## config.mk

```make
export PLATFORM = sky130hd
export DESIGN_NAME = sensor_window_average_alarm
export DESIGN_NICKNAME = d
export VERILOG_FILES = /design/src/sv/swaa_pkg.sv /design/src/sv/sensor_window_average_alarm.sv /design/src/sv/swaa_ram.sv
export SDC_FILE = /design/constraint.sdc
export NUM_CORES = 2
export LEC_CHECK = 0
export ABC_AREA = 1
export BUFFER_PORTS_ARGS = -buffer_cell sky130_fd_sc_hd__buf_2
export CAP_MARGIN = 20
export CORE_UTILIZATION = 60
export DETAILED_ROUTE_END_ITERATION = 6
export PLACE_DENSITY = 0.79
export SLEW_MARGIN = 20
export SYNTH_ARGS = -nofsm -noshare
export SYNTH_HDL_FRONTEND = slang
export SYNTH_SLANG_ARGS = --single-unit
```

## constraint.sdc

```tcl
create_clock -name clock -period 11.4 [get_ports clock]
set_input_delay 1.14 -clock clock [delete_from_list [all_inputs] [get_ports clock]]
set_output_delay 1.14 -clock clock [all_outputs]
set_load 0.005 [all_outputs]
```

## src/sv/swaa_pkg.sv

```systemverilog
`timescale 1ns / 1ps
`default_nettype none
// ----------------------------------------------------------------------------
// swaa_pkg
// Shared types and constants for the sensor window average alarm.
// ----------------------------------------------------------------------------
package swaa_pkg;

   localparam int MaxSensors = 32;
   localparam int WindowLen  = 5;
   localparam int EntryBits  = (MaxSensors > 1) ? $clog2(MaxSensors) : 1;
   localparam int SlotBits   = (WindowLen > 1) ? $clog2(WindowLen) : 1;
   localparam int RingDepth  = MaxSensors * WindowLen;
   localparam int RingBits   = (RingDepth > 1) ? $clog2(RingDepth) : 1;
   localparam int CntBits    = $clog2(WindowLen + 1);
   localparam int SumBits    = 16 + CntBits + 1;
   localparam int DivSteps   = SumBits;
   localparam int StepBits   = $clog2(DivSteps + 1);

   localparam logic [2:0] ST_OK      = 3'd0;
   localparam logic [2:0] ST_HOT     = 3'd1;
   localparam logic [2:0] ST_COLD    = 3'd2;
   localparam logic [2:0] ST_UNKNOWN = 3'd3;
   localparam logic [2:0] ST_MAPPED  = 3'd4;
   localparam logic [2:0] ST_FULL    = 3'd5;

   localparam logic CMD_MAP    = 1'b0;
   localparam logic CMD_SAMPLE = 1'b1;

   localparam logic REG_MAX_TEMP = 1'b0;
   localparam logic REG_MIN_TEMP = 1'b1;

   typedef enum logic [3:0] {
      S_IDLE,
      S_SEARCH,
      S_SEARCH_WAIT,
      S_DECIDE,
      S_CLEAR,
      S_SUM_RD,
      S_SUM_ACC,
      S_DIV,
      S_RESULT,
      S_OUT
   } state_type;

endpackage
`default_nettype wire

```

## src/sv/sensor_window_average_alarm.sv

```systemverilog
`timescale 1ns / 1ps
`default_nettype none
// ----------------------------------------------------------------------------
// sensor_window_average_alarm
// Per-sensor moving average with a high and low alarm.
// ----------------------------------------------------------------------------
// Channel  Direction  Contents
// req      in         tdata: command, node_id, room_id, reading
// rsp      out        tdata: status, average, valid_count, sensor_room
// csr      in         index 0 max_temp, index 1 min_temp
//
// A transaction searches every entry of the entry RAM, one entry at a time.
// A sample then writes its reading, reads the ring one reading at a time and
// runs a 20-step restoring divider before rsp_tvalid rises; a map item clears
// the ring before it answers, and an unknown sensor or a full table answers
// once the search is done. req_tready is high only when idle, so a stalled
// response holds off req and the next sample waits for it. Reset clears the table.
// ----------------------------------------------------------------------------
module sensor_window_average_alarm (
   input  wire logic        clock,
   input  wire logic        reset,
   input  wire logic        req_tvalid,
   output logic             req_tready,
   // command[0], node_id[16:1], room_id[32:17], reading[48:33], zeros
   input  wire logic [55:0] req_tdata,
   output logic             rsp_tvalid,
   input  wire logic        rsp_tready,
   // status[2:0], average[18:3], valid_count[21:19], sensor_room[37:22], zeros
   output logic      [39:0] rsp_tdata,
   input  wire logic        csr_valid,
   output logic             csr_ready,
   input  wire logic        csr_index,
   input  wire logic [15:0] csr_data
);

   localparam int EB = swaa_pkg::EntryBits;
   localparam int SB = swaa_pkg::SlotBits;
   localparam int RB = swaa_pkg::RingBits;
   localparam int CB = swaa_pkg::CntBits;
   localparam int UB = swaa_pkg::SumBits;
   localparam int MaxS = swaa_pkg::MaxSensors;

   swaa_pkg::state_type state_ff, state_in;

   logic signed [15:0] max_ff, min_ff;
   logic        cmd_ff, cmd_in;
   logic [15:0] id_ff, id_in, room_ff, room_in;
   logic signed [15:0] rdg_ff, rdg_in;
   logic [MaxS-1:0] valid_ff, valid_in;
   logic [EB-1:0] idx_ff, idx_in;
   logic        found_ff, found_in, free_ff, free_in;
   logic [EB-1:0] hit_ff, hit_in, freei_ff, freei_in, ent_ff, ent_in;
   logic [SB-1:0] slot_ff, slot_in, pos_ff, pos_in;
   logic signed [UB-1:0] sum_ff, sum_in;
   logic [CB-1:0] cnt_ff, cnt_in;
   logic [UB-1:0] quo_ff, quo_in, rem_ff, rem_in;
   logic [swaa_pkg::StepBits-1:0] step_ff, step_in;
   logic [39:0] out_ff, out_in;
   logic [15:0] eroom_ff, eroom_in;

   logic          e_we;
   logic [EB-1:0] e_addr;
   logic [34+SB:0] e_wd, e_rd;
   logic          r_we;
   logic [RB-1:0] r_addr;
   logic [15:0]   r_wd, r_rd;

   swaa_ram #(.Width(35 + SB), .Depth(MaxS)) u_entry (
      .clock(clock), .wr_en(e_we), .addr(e_addr), .wr_data(e_wd), .rd_data(e_rd)
   );
   swaa_ram #(.Width(16), .Depth(swaa_pkg::RingDepth)) u_ring (
      .clock(clock), .wr_en(r_we), .addr(r_addr), .wr_data(r_wd), .rd_data(r_rd)
   );

   logic [RB-1:0] base;
   logic [UB-1:0] abs_sum, trial;
   logic signed [UB-1:0] avg;
   logic [2:0] st;
   logic [swaa_pkg::StepBits-1:0] bitpos;

   assign base = RB'(ent_ff * swaa_pkg::WindowLen);
   assign abs_sum = sum_ff[UB-1] ? UB'(-sum_ff) : UB'(sum_ff);
   assign bitpos = swaa_pkg::StepBits'(UB - 1) - step_ff;
   assign csr_ready = !reset;
   assign req_tready = (state_ff == swaa_pkg::S_IDLE) && !reset;
   assign rsp_tvalid = (state_ff == swaa_pkg::S_OUT);
   assign rsp_tdata = out_ff;

   always_comb begin
      state_in = state_ff; cmd_in = cmd_ff; id_in = id_ff; room_in = room_ff;
      rdg_in = rdg_ff; valid_in = valid_ff; idx_in = idx_ff; found_in = found_ff;
      free_in = free_ff; hit_in = hit_ff; freei_in = freei_ff; ent_in = ent_ff;
      slot_in = slot_ff; pos_in = pos_ff; sum_in = sum_ff; cnt_in = cnt_ff;
      quo_in = quo_ff; rem_in = rem_ff; step_in = step_ff; out_in = out_ff;
      eroom_in = eroom_ff;
      e_we = 1'b0; e_addr = idx_ff; e_wd = '0;
      r_we = 1'b0; r_addr = RB'(base + RB'(pos_ff)); r_wd = '0;
      trial = '0; avg = '0; st = swaa_pkg::ST_OK;
      case (state_ff)
         swaa_pkg::S_IDLE: begin
            if (req_tvalid) begin
               cmd_in = req_tdata[0]; id_in = req_tdata[16:1];
               room_in = req_tdata[32:17]; rdg_in = req_tdata[48:33];
               idx_in = '0; found_in = 1'b0; free_in = 1'b0;
               state_in = swaa_pkg::S_SEARCH;
            end
         end
         swaa_pkg::S_SEARCH: begin
            state_in = swaa_pkg::S_SEARCH_WAIT;
         end
         swaa_pkg::S_SEARCH_WAIT: begin
            if (valid_ff[idx_ff]) begin
               if (!found_ff && e_rd[15:0] == id_ff) begin
                  found_in = 1'b1; hit_in = idx_ff;
                  slot_in = e_rd[34+SB:35]; eroom_in = e_rd[31:16];
               end
            end else if (!free_ff) begin
               free_in = 1'b1; freei_in = idx_ff;
            end
            if (idx_ff == EB'(MaxS - 1)) begin
               state_in = swaa_pkg::S_DECIDE;
            end else begin
               idx_in = idx_ff + EB'(1);
               state_in = swaa_pkg::S_SEARCH;
            end
         end
         swaa_pkg::S_DECIDE: begin
            out_in = '0; pos_in = '0; sum_in = '0; cnt_in = '0;
            if (cmd_ff == swaa_pkg::CMD_MAP) begin
               if (!found_ff && !free_ff) begin
                  out_in[2:0] = swaa_pkg::ST_FULL;
                  state_in = swaa_pkg::S_OUT;
               end else begin
                  ent_in = found_ff ? hit_ff : freei_ff;
                  e_we = 1'b1; e_addr = found_ff ? hit_ff : freei_ff;
                  e_wd = {SB'(0), 3'b0, room_ff, id_ff};
                  valid_in[found_ff ? hit_ff : freei_ff] = 1'b1;
                  out_in[2:0] = swaa_pkg::ST_MAPPED;
                  out_in[37:22] = room_ff;
                  state_in = swaa_pkg::S_CLEAR;
               end
            end else if (!found_ff) begin
               out_in[2:0] = swaa_pkg::ST_UNKNOWN;
               state_in = swaa_pkg::S_OUT;
            end else begin
               ent_in = hit_ff;
               e_we = 1'b1; e_addr = hit_ff;
               e_wd = {(slot_ff == SB'(swaa_pkg::WindowLen - 1)) ? SB'(0) : slot_ff + SB'(1),
                       3'b0, eroom_ff, id_ff};
               pos_in = slot_ff;
               state_in = swaa_pkg::S_CLEAR;
            end
         end
         swaa_pkg::S_CLEAR: begin
            r_we = 1'b1;
            if (cmd_ff == swaa_pkg::CMD_MAP) begin
               if (pos_ff == SB'(swaa_pkg::WindowLen - 1)) begin
                  state_in = swaa_pkg::S_OUT;
               end else begin
                  pos_in = pos_ff + SB'(1);
               end
            end else begin
               r_wd = rdg_ff; pos_in = '0;
               state_in = swaa_pkg::S_SUM_RD;
            end
         end
         swaa_pkg::S_SUM_RD: begin
            state_in = swaa_pkg::S_SUM_ACC;
         end
         swaa_pkg::S_SUM_ACC: begin
            if (r_rd != 16'd0) begin
               sum_in = sum_ff + UB'(signed'(r_rd));
               cnt_in = cnt_ff + CB'(1);
            end
            if (pos_ff == SB'(swaa_pkg::WindowLen - 1)) begin
               quo_in = '0; rem_in = '0; step_in = '0;
               state_in = swaa_pkg::S_DIV;
            end else begin
               pos_in = pos_ff + SB'(1);
               state_in = swaa_pkg::S_SUM_RD;
            end
         end
         swaa_pkg::S_DIV: begin
            trial = {rem_ff[UB-2:0], abs_sum[bitpos]};
            if (cnt_ff != '0 && trial >= UB'(cnt_ff)) begin
               rem_in = trial - UB'(cnt_ff);
               quo_in = {quo_ff[UB-2:0], 1'b1};
            end else begin
               rem_in = trial;
               quo_in = {quo_ff[UB-2:0], 1'b0};
            end
            step_in = step_ff + swaa_pkg::StepBits'(1);
            if (step_ff == swaa_pkg::StepBits'(swaa_pkg::DivSteps - 1)) begin
               state_in = swaa_pkg::S_RESULT;
            end
         end
         swaa_pkg::S_RESULT: begin
            avg = sum_ff[UB-1] ? -signed'(quo_ff) : signed'(quo_ff);
            if (cnt_ff != '0) begin
               if (avg > UB'(max_ff)) begin
                  st = swaa_pkg::ST_HOT;
               end else if (avg < signed'(UB'(min_ff))) begin
                  st = swaa_pkg::ST_COLD;
               end
            end
            out_in = '0;
            out_in[2:0] = st;
            out_in[18:3] = avg[15:0];
            out_in[21:19] = (cnt_ff > CB'(7)) ? 3'd7 : 3'(cnt_ff);
            out_in[37:22] = eroom_ff;
            state_in = swaa_pkg::S_OUT;
         end
         swaa_pkg::S_OUT: begin
            if (rsp_tready) begin
               state_in = swaa_pkg::S_IDLE;
            end
         end
         default: state_in = swaa_pkg::S_IDLE;
      endcase
   end

   always_ff @(posedge clock) begin
      if (reset) begin
         state_ff <= swaa_pkg::S_IDLE;
         valid_ff <= '0;
         max_ff   <= 16'sd5120;
         min_ff   <= 16'sd2560;
      end else begin
         state_ff <= state_in;
         valid_ff <= valid_in;
         if (csr_valid && csr_index == swaa_pkg::REG_MAX_TEMP) max_ff <= csr_data;
         if (csr_valid && csr_index == swaa_pkg::REG_MIN_TEMP) min_ff <= csr_data;
      end
   end

   always_ff @(posedge clock) begin
      cmd_ff <= cmd_in; id_ff <= id_in; room_ff <= room_in; rdg_ff <= rdg_in;
      idx_ff <= idx_in; found_ff <= found_in; free_ff <= free_in; hit_ff <= hit_in;
      freei_ff <= freei_in; ent_ff <= ent_in; slot_ff <= slot_in; pos_ff <= pos_in;
      sum_ff <= sum_in; cnt_ff <= cnt_in; quo_ff <= quo_in; rem_ff <= rem_in;
      step_ff <= step_in; out_ff <= out_in; eroom_ff <= eroom_in;
   end

endmodule
`default_nettype wire

```

## src/sv/swaa_ram.sv

```systemverilog
`timescale 1ns / 1ps
`default_nettype none
// ----------------------------------------------------------------------------
// swaa_ram
// Generic single-port RAM with registered read data.
// ----------------------------------------------------------------------------
module swaa_ram #(
   parameter int Width = 16,
   parameter int Depth = 32
) (
   input  wire logic                     clock,
   input  wire logic                     wr_en,
   input  wire logic [$clog2(Depth)-1:0] addr,
   input  wire logic [Width-1:0]         wr_data,
   output logic      [Width-1:0]         rd_data
);

   logic [Width-1:0] mem [Depth];

   always_ff @(posedge clock) begin
      if (wr_en) begin
         mem[addr] <= wr_data;
      end
      rd_data <= mem[addr];
   end

endmodule
`default_nettype wire

```

# [Word-level counts from Yosys, hierarchy flattened]
# Memories as Yosys holds them, arrays and structs flattened. A register that Yosys moved wholly into a read port is not among the register bits.
# Cells that the tools add are included.
[word_totals] register_bits=268 mem_bits_rw=3776 memories=2
[op_classes] addsub=11 n_mul=1 order_cmp=8 eq_ne=26 n_mux=78 n_bitwise=6 n_reduce_logical=29
[mem_list] memory="u_ring.mem" words=160 width=16 read_ports=1 rd_clocked_by_memory_dff=1 wr=1 line_no="swaa_ram.sv:18" text="logic [Width-1:0] mem [Depth];"
[mem_list] memory="u_entry.mem" words=32 width=38 read_ports=1 rd_clocked_by_memory_dff=1 wr=1 line_no="swaa_ram.sv:18"
[ops] op="2-to-1 mux 38 bit" n=3
[ops] op="2-to-1 mux 20 bit" n=4
[ops] op="case mux 20 bit (2 select lines)" n=2
[ops] op="case mux 40 bit (2 select lines)" n=1
[ops] op="2-to-1 mux 16 bit" n=4
[ops] op="2-to-1 mux 5 bit" n=11
[ops] op="negation 20 bit" n=2
[ops] op="case mux 4 bit (10 select lines)" n=1
[ops] op="case mux 19 bit (2 select lines)" n=1
[ops] op="2-to-1 mux 32 bit" n=1
[ops] op="2-to-1 mux 4 bit" n=8
[ops] op="OR 32 bit" n=1
[ops] op="2-to-1 mux 3 bit" n=8
[ops] op="adder 20 x 16 -> 20 bit" n=1
[ops] op="greater-or-equal comparator 20 x 3 -> 1 bit" n=1
[ops] op="> comparator 20 x 16 -> 1 bit" n=1
[ops] op="less-than comparator 20 x 16 -> 1 bit" n=1
[ops] op="case mux 5 bit (2 select lines)" n=2
[ops] op="2-to-1 mux 19 bit" n=1
[ops] op="subtractor 19 x 3 -> 19 bit" n=1
[ops] op="less-than comparator 5 x 6 -> 1 bit, second input constant" n=3
[ops] op="2-to-1 mux 1 bit" n=18
[ops] op="!= test 2 bit, second input constant" n=9
[ops] op="AND reduction 3 bit" n=6
[ops] op="other kinds (31)" n=68

# [Logic depth before layout (Yosys ltp)]
[depth] word_depth=8 depth_mapped=26 ltp_nobuf=25

# [By module]
# From an unflattened synthesis, not the netlist that was laid out.
[unflattened] cells_unflattened=15593 area_unflattened_um2=168993.3
[by_module_without_submodules] module="swaa_ram (u_ring)" n_inst=1 cells_each=9004 area_each_um2=103107.6
[by_module_without_submodules] module="swaa_ram (u_entry)" n_inst=1 cells_each=4851 area_each_um2=51031.4
[by_module_without_submodules] module="sensor_window_average_alarm" n_inst=1 cells_each=1738 area_each_um2=14854.2

# [Worst setup path after synthesis]
# OpenSTA, ideal clock, no wires.
[synth_timing] kind="register to register" start="register cmd_ff" end="memory u_ring.mem[0][10] (data pin)" setup_time_ps=946 arrival_ps=4771 setup_slack_ps=5683 stages_incl_launch_ff=5 cell_sequence="edfxtp_1 -> clkbuf_1 -> buf_1 -> nand2_1 -> nor2_1"
[synth_via] elab_chain_len=2
[synth_lines] item="start, declared" line_no="sensor_window_average_alarm.sv:46" text="logic cmd_ff, cmd_in;"
[synth_lines] item="start signal, assigned" line_no="sensor_window_average_alarm.sv:237" text="cmd_ff <= cmd_in; id_ff <= id_in; room_ff <= room_in; rdg_ff <= rdg_in;"
[synth_lines] item="2-to-1 mux 16 bit" line_no="sensor_window_average_alarm.sv:156" text="if (cmd_ff == swaa_pkg::CMD_MAP) begin"
[synth_lines] item="2-to-1 mux 16 bit" line_no="sensor_window_average_alarm.sv:99" text="case (state_ff)"
[synth_lines] item="via r_wd[10]" line_no="sensor_window_average_alarm.sv:66" text="logic [15:0] r_wd, r_rd;"
[synth_lines] item="end, declared" line_no="swaa_ram.sv:18"
# The timed path passes the listed nets, and every way through them passes these cells.

# [Worst setup path after layout]
[layout_timing] start="register ent_ff[0]" end="register u_ring.rd_data[15], read port of u_ring.mem"
[layout_via] elab_chain_len=2
[layout_lines] item="start, declared" line_no="sensor_window_average_alarm.sv:52" text="logic [EB-1:0] hit_ff, hit_in, freei_ff, freei_in, ent_ff, ent_in;"
[layout_lines] item="start signal, assigned" line_no="sensor_window_average_alarm.sv:239" text="freei_ff <= freei_in; ent_ff <= ent_in; slot_ff <= slot_in; pos_ff <= pos_in;"
[layout_lines] item="multiplier 5 x 3 -> 8 bit" line_no="sensor_window_average_alarm.sv:81" text="assign base = RB'(ent_ff * swaa_pkg::WindowLen);"
[layout_lines] item="adder 8 x 3 -> 8 bit" line_no="sensor_window_average_alarm.sv:97" text="r_we = 1'b0; r_addr = RB'(base + RB'(pos_ff)); r_wd = '0;"
[layout_lines] item="end, declared" line_no="swaa_ram.sv:15" text="output logic [Width-1:0] rd_data"
# Every way passes these cells.
# A chain may end at the register's enable or synchronous reset.

==> summary.txt <==
Status
  – Outcome: finished, violations left
  – Failing checks: design-rule violations

Logic synthesis
  – Ys async rst share: 0
  – Syn Std Cell Area: 0.154 mm²
  – Yosys reg bits: 3997
  – Gate Count Post-Synth: 10.8k
  – Syn. warnings: 0
  – Sequential element share of the synthesized area: 0.774
  – Synth unique cells: 54
  – Main synth FF type: edfxtp_1
  – Post-synth EDFFs: 3878
  – Syn Area/Cell: 14.2 µm²

Pwr
  – Pwr dens: 187 mW/mm²
  – Leak: 53.2 nW
  – Tot Pwr: 32.1 mW
  – Max IR drop VDD: 176 µV

STA
  – Max Transition Viols Final: 0
  – Clock skew: 112 ps
  – Setup TNS: 0 ps
  – Minimum clock period: 6240 ps
  – Tcrit/Tclk final: 0.547
  – RSZ-0062 raised after global routing: no
  – Worst-Margin Slew: 1230 ps
  – Setup-failing EPs final: 0
  – Max Fclk: 160 MHz
  – Final Hold Vio Count: 0
  – Relative slew slack: 0.178

Min path
  – Critical hold path startpoint: req_tdata[20]
  – Hold Crit Class: in -> reg
  – Hold Crit Depth: 1

Run
  – Max-cap violations: 0

Die
  – Cell row count: 185
  – Die height: 508 µm
  – Ports: 121
  – Chip width: 508 µm
  – Die area: 0.258 mm²
  – Core Footprint: 0.254 mm²
  – Starting Density: 0.604

Critical path
  – Critical path fanouts, max: 77
  – Worst setup SP type: register
  – Launch point of the worst path: ent_ff[0]
  – CP endpoint: u_ring.rd_data[15]
  – Flop2flop setup slack: 5160 ps
  – Crit end category: register
  – CP arrival: 7060 ps
  – Worst Reg-to-Reg Cells: 18
  – Reg2reg end: u_ring.rd_data[15]
  – Reg2reg start: ent_ff[0]
  – Crit path kind: reg -> reg
  – WP data required: 12230 ps

Clock tree
  – Htree depth: 5
  – Root Driver: clkbuf_16
  – Bufs on Longest Clock Path: 4
  – Post-CTS Hold Buffers: 0
  – TritonCTS clock tree: yes
  – Clock Latency Late Sink: 1000 ps
  – Clk pin slew, worst setup/hold paths: 70 ps
  – Post-CTS sizing: 0
  – Num Clock Sinks: 3997
  – Setup Buffers After CTS: 0
  – TritonCTS Buffers: 394

Finish
  – Fillers: 15.7k
  – Syn-to-layout area delta: 11.8%
  – Layout cells sized above 1: 0.107
  – Post-route insts no fill: 14.8k
  – Commonest non-fill, non-tap cell in the layout: edfxtp_1
  – Most frequent cells in the layout: edfxtp_1, nand2_1, a22oi_1
  – Nets: 11.3k

Placement
  – Placed cell count: 14.1k
  – # port buffers: 111
  – HPWL Detailed: 219000 µm
  – Final GP Congestion: 0.878

Global route
  – Vias in the first global route: 96.5k
  – Global-route met3 utilization: 0.0630
  – GRT Total Usage: 0.317
  – Antenna violations before repair: 13
  – Met1 Use GR: 0.413
  – Met2 Use GR: 0.499
  – Largest net degree at the start of global routing: 193
  – First-pass GRT wire length: 605000 µm
  – GRT Max-Usage Layer: met2
  – Grt ovf: 0

Detailed routing
  – Vias: 98.7k
  – Routed len/inst: 28.3 µm
  – DRC: 4
  – DRT Wirelength: 418000 µm
  – DRT iter0 DRCs: 15.4k
  – Via-per-instance ratio: 6.68
  – Detail Route Antenna Nets: 0
  – TritonRoute pass-1 iters: 7
==> worst max-delay path, stage by stage (launching register included) <==
cell      delay, ps
edfxtp_1        420
ha_1            320
ha_1            310
inv_1            60
fa_2            360
xnor2_1         300
inv_1           120
buf_4           520
nor2_4          180
buf_4           350
inv_6           700
buf_4           690
a21oi_1         100
nor3_1          570
a21oi_1         130
nor2_1          320
nand2_1         100
nand2_1         300
nand3_1         140
==> per-layer routing <==
metal / routed length [µm] / vias up
li1: - / 41200
met1: 141000 / 47800
met2: 195000 / 8172
met3: 53400 / 1527
met4: 27700 / 12
met5: 74 / -
==> metrics by stage <==
step	worst slack (ps)	hold slack [ps]	area [µm²]	util
floorplan	5680	386	154000	-
global placement	5610	389	159000	0.625
detailed placement	5500	389	159000	0.625
CTS	5390	277	172000	0.674
global route	5120	288	172000	0.675
finish	5160	312	172000	0.675
==> kinds of logic (layout without fill, tap and decap cells) <==
| logic type | count (synthesis) | in the layout | share of synthesized area |
|---|---|---|---|
| AO/OA/AOI/OAI | 2266 | 2266 | 0.0957 |
| XOR/XNOR | 35 | 35 | 0.00200 |
| buffers and inverters | 842 | 1426 | 0.0240 |
| adder cells (fa/ha/maj) | 93 | 93 | 0.00772 |
| other | 1 | 10 | 0.0000244 |
| flip-flops | 3997 | 3997 | 0.774 |
| AND/OR/NAND/NOR | 3578 | 3578 | 0.0969 |
==> worst min-delay path by stage <==
stage / slack (ps) / end
final: 310 / room_ff[3]
after global routing: 290 / room_ff[3]
after CTS: 280 / room_ff[3]
after detailed placement: 390 / eroom_ff[9]
after global placement: 390 / slot_ff[2]
after floorplan: 390 / eroom_ff[0]
==> layout make-up <==
type	instances	area (µm²)	area share
clock inverter	217	1990	0.0116
timing repair buffer	454	3440	0.0200
inverter	264	1030	0.00601
multi-input combinational	5974	31700	0.185
clock buffer	491	10500	0.0614
antenna	8	20.0	0.000117
sequential	3997	119000	0.692
tap	3366	4210	0.0245
==> synthesized netlist by cell type, types with 4 or more instances <==
cell type / n / share of area
nor2_2: 7 / 0.00029
buf_2: 259 / 0.0084
o21ai_0: 176 / 0.0057
xor2_1: 28 / 0.0016
nand3_1: 102 / 0.0033
a21oi_1: 750 / 0.024
buf_6: 23 / 0.0017
nor3_4: 4 / 0.00042
a221oi_1: 8 / 0.00046
and2_1: 6 / 0.00024
edfxtp_1: 3878 / 0.76
nor3_1: 100 / 0.0033
inv_1: 243 / 0.0059
a31oi_1: 25 / 0.0010
xnor2_1: 7 / 0.00040
inv_2: 19 / 0.00046
o22ai_1: 8 / 0.00033
nor2_4: 6 / 0.00044
or2_2: 78 / 0.0032
o31ai_1: 10 / 0.00049
dfxtp_1: 119 / 0.016
o211ai_1: 15 / 0.00073
buf_4: 6 / 0.00029
nand4_1: 307 / 0.013
a22oi_1: 1245 / 0.061
buf_1: 60 / 0.0015
nand2_1: 2326 / 0.057
clkbuf_1: 230 / 0.0056
a21o_1: 4 / 0.00020
ha_1: 90 / 0.0073
nor4_1: 37 / 0.0015
o21a_1: 5 / 0.00024
nor2_1: 599 / 0.015
==> report_power, final <==
part           internal (mW)  switching (mW)  leakage (nW)
sequential              16.1          0.0948          30.5
combinational          0.928            2.29          16.5
clock                   7.34            5.38          6.15
total                   24.3            7.77          53.2
==> flip-flops by register name, indices dropped and copies added (netlist names), 16 cells and up <==
register         count
u_entry.rd_data     35
eroom_ff            16
rsp_tdata           38
u_entry.mem       1120
max_ff              16
min_ff              16
id_ff               16
u_ring.mem        2560
u_ring.rd_data      16
rem_ff              19
quo_ff              20
valid_ff            32
sum_ff              20
rdg_ff              16
room_ff             16
Power figures use the tool's default switching activity.
